--- config.mk ---
export PLATFORM = sky130hd
export DESIGN_NAME = dmxtx_ram
export DESIGN_NICKNAME = d
export VERILOG_FILES = /design/src/hdl/dmxtx_ram.sv
export SDC_FILE = /design/constraint.sdc
export NUM_CORES = 2
export LEC_CHECK = 0
export BUFFER_PORTS_ARGS = -buffer_cell sky130_fd_sc_hd__buf_2
export CAP_MARGIN = 20
export CORE_UTILIZATION = 30
export DETAILED_ROUTE_END_ITERATION = 8
export GPL_TIMING_DRIVEN = 0
export MAX_ROUTING_LAYER = met4
export PLACE_DENSITY = 0.43
export SYNTH_ARGS = -nofsm -noshare
export SYNTH_HDL_FRONTEND = slang
export SYNTH_SLANG_ARGS = --single-unit
--- constraint.sdc ---
create_clock -name clk -period 6.7 [get_ports clk]
set_input_delay 1.675 -clock clk [delete_from_list [all_inputs] [get_ports clk]]
set_output_delay 1.675 -clock clk [all_outputs]
set_load 0.05 [all_outputs]
--- src/hdl/dmxtx_ram.sv ---
// generic simple dual port ram, one write port, one registered read port
`default_nettype none

module dmxtx_ram #(
	parameter int WIDTH = 8,
	parameter int DEPTH = 512
) (
	input  wire logic                                   clk,
	input  wire logic                                   we,
	input  wire logic [(DEPTH > 1 ? $clog2(DEPTH) : 1)-1:0] waddr,
	input  wire logic [WIDTH-1:0]                       wdata,
	input  wire logic                                   re,
	input  wire logic [(DEPTH > 1 ? $clog2(DEPTH) : 1)-1:0] raddr,
	output logic      [WIDTH-1:0]                       rdata
);

	logic [WIDTH-1:0] mem [DEPTH];

	always_ff @(posedge clk) begin
		if (we) begin
			mem[waddr] <= wdata;
		end
		if (re) begin
			rdata <= mem[raddr];
		end
	end

endmodule

`default_nettype wire

==> flow_summary.ini <==
[layout]
fin_area_um2 = 187000
nets = 8721
layout_commonest_cell = edfxtp_1
final_cell_mix = 4,104 x edfxtp_1, 797 x mux2i_1, 654 x mux4_2
n_fill_cell = 49300
drive_above_1_share = 0.202
fin_cells = 16100
syn_to_final_growth_pct = 16.8
fin_util = 0.353

[timing]
min_period_ns = 6.31
skew_ns = 0.125
hold_viol = 0
finalCritPeriodShare = 0.942
drv_slew = 0
grt_setup_unrepaired = false
setup_viol = 0
slew-limit-headroom = 0.103
tightest_slew_ns = 1.35
fmaxAchievable_ghz = 0.159

[worst_setup_path]
crit_buf_inv = 5
r2r_cells = 7
cpMostUsedCell = buf_2
cp-startpoint = raddr[2]
crit_slowest_cell = o21ai_0
path_cells = buf_2 > buf_2 > clkbuf_1 > clkbuf_2 > buf_16 > a21oi_1 > o21ai_0 > o221ai_1 > nor4b_2 > o2111a_1
cp_top_family = buffers and inverters
rr_startpoint = mem[58][7]$_DFFE_PP_
crit_arrival_ns = 7.18
r2r_slack_ns = 2.78
r2r-end = rdata[7]$_DFFE_PP_
endpoint_kind = register
cp_max_fo = 10
critPathMaxStageDelay_ns = 0.95
required_ns = 7.57
critPathKind = primary input to register
start_kind = primary input

[global_routing]
grt_pass1_wl_um = 883000
grt_antenna_before_repair = 101
grt-ovfl-total = 0
grt_pass1_vias = 87700
grt_max_degree = 149
grt_usage = 0.257

[detailed_routing]
first_iter_violations = 15000
vias = 91200
via_per_inst = 5.67
detail-route-antenna-nets = 0
finalWirelength_um = 690000
first_pass_iters = 6
drc_errors = 0
wl_per_cell_um = 42.9

[outcome]
status = finished, final reports clean

[synth]
synthesis.instances = 8030
synth.largest_area_cell = edfxtp_1
synth-seq-cells = 4104
synth.avg_cell_area_um2 = 19.9
yosys-top-cells-area = edfxtp_1 77%, mux4_2 9.2%, mux2i_1 5.0%
ys_types = 50
yosysWarnings = 0
synth_top_area_share = 0.770
synth.yosys.seq_area_share = 0.770
synth-edff-count = 4104
synthArstFlopShare = 0
synth_area_um2 = 160000
ys.flop_type = edfxtp_1
synth_fp_nets = 8059

[min_path]
holdPathEnd = mem[355][1]$_DFFE_PP_
hold_start = wdata[1]
hold_class = primary input to register
hold_depth = 1

[flow_run]
drv_cap = 0

[clocking]
clockBufferDepth = 4
cts_tree = yes
h-tree-depth = 5
insertion_delay_ns = 1.08
cts_made_buffers = 445
post_cts_resized = 0
root_buffer = clkbuf_16
postCtsSetupBuffers = 0
clk_pin_slew_worst_paths_ns = 0.06
cts.sinks = 4104
hold_buffers = 0

[power_and_ir_drop]
ir_drop_uv = 232
p_total_mw = 56.4
p_per_area_nw_per_um2 = 302
p_leak_nw = 58.7

[floorplan]
fp.coreArea_um2 = 530000
num_rows = 267
fp.dieH_um = 732
ioPinCount = 37
die_width_um = 732
start_util = 0.302
dieArea_um2 = 536000

[place]
dpl-instance-area_um2 = 173000
dp_hpwl_um = 499000
place_inst = 15200
gp_congestion = 0.978
numPortBuffers = 32
logic make-up after synthesis:
family,Yosys count,share of synthesized area
AOI/OAI and AO/OA,979,0.0431
buffers and inverters,516,0.0185
DFF,4104,0.770
muxes,1451,0.142
and+or+nand+nor,980,0.0263
worst max path at each step:
stage | endpoint | cells past startpoint | slack [ns]
after floorplan | rdata[0]$_DFFE_PP_ | 10 | 2.91
after global placement | mem[468][2]$_DFFE_PP_ | 1 | -4.77
after detailed placement | rdata[6]$_DFFE_PP_ | 10 | -0.60
after CTS | rdata[6]$_DFFE_PP_ | 10 | 0.57
after global routing | rdata[6]$_DFFE_PP_ | 10 | 0.62
final | rdata[6]$_DFFE_PP_ | 10 | 0.39
sequential cells by signal, indices dropped and copies added (netlist names):
| signal | count |
|---|---|
| rdata | 8 |
| mem | 4096 |
stage by stage:
stage	setup WS (ns)	hold WS, ns	setup TNS (ns)
3_3_place_gp	-4.77	1.49	-
4_1_cts	0.569	0.831	0
6_report	0.391	0.894	0
2_1_floorplan	2.91	1.01	0
3_5_place_dp	-0.599	1.46	-2.10
5_1_grt	0.619	0.868	0
report_power, final:
group	internal, mW	switching [mW]
registers	28.3	0.00837
logic	0.970	2.86
clock network	13.7	10.6
synth_stat cells (all sizes together), types with 32 or more instances:
master and count:
o221ai 372, nand4 32, clkbuf 265, o21ai 119
a21oi 194, a22oi 61, nor4 36, o22ai 163
edfxtp 4104, mux4 654, nand2 111, nor2 597
mux2i 797, nor3 109, buf 248, nand3 36
layer usage:
layer,global-route usage,vias to the layer above,routed length (µm)
met5,-,-,0
met4,0.118,0,38100
met3,0.0537,1138,66600
met2,0.382,5508,308000
met1,0.340,49600,278000
li1,-,34900,-
layout make-up:
type,instances,area (µm²),area share
clock buffer,550,11600,0.0621
buffer,513,3130,0.0168
inverter,3,11.3,0.0000602
tap,6994,8750,0.0468
clock inverter,259,2480,0.0133
timing repair buffer,215,3730,0.0199
sequential,4104,123000,0.659
antenna,40,100,0.000536
multi-input combinational,3410,33900,0.181
Power figures use the tool's default switching activity.
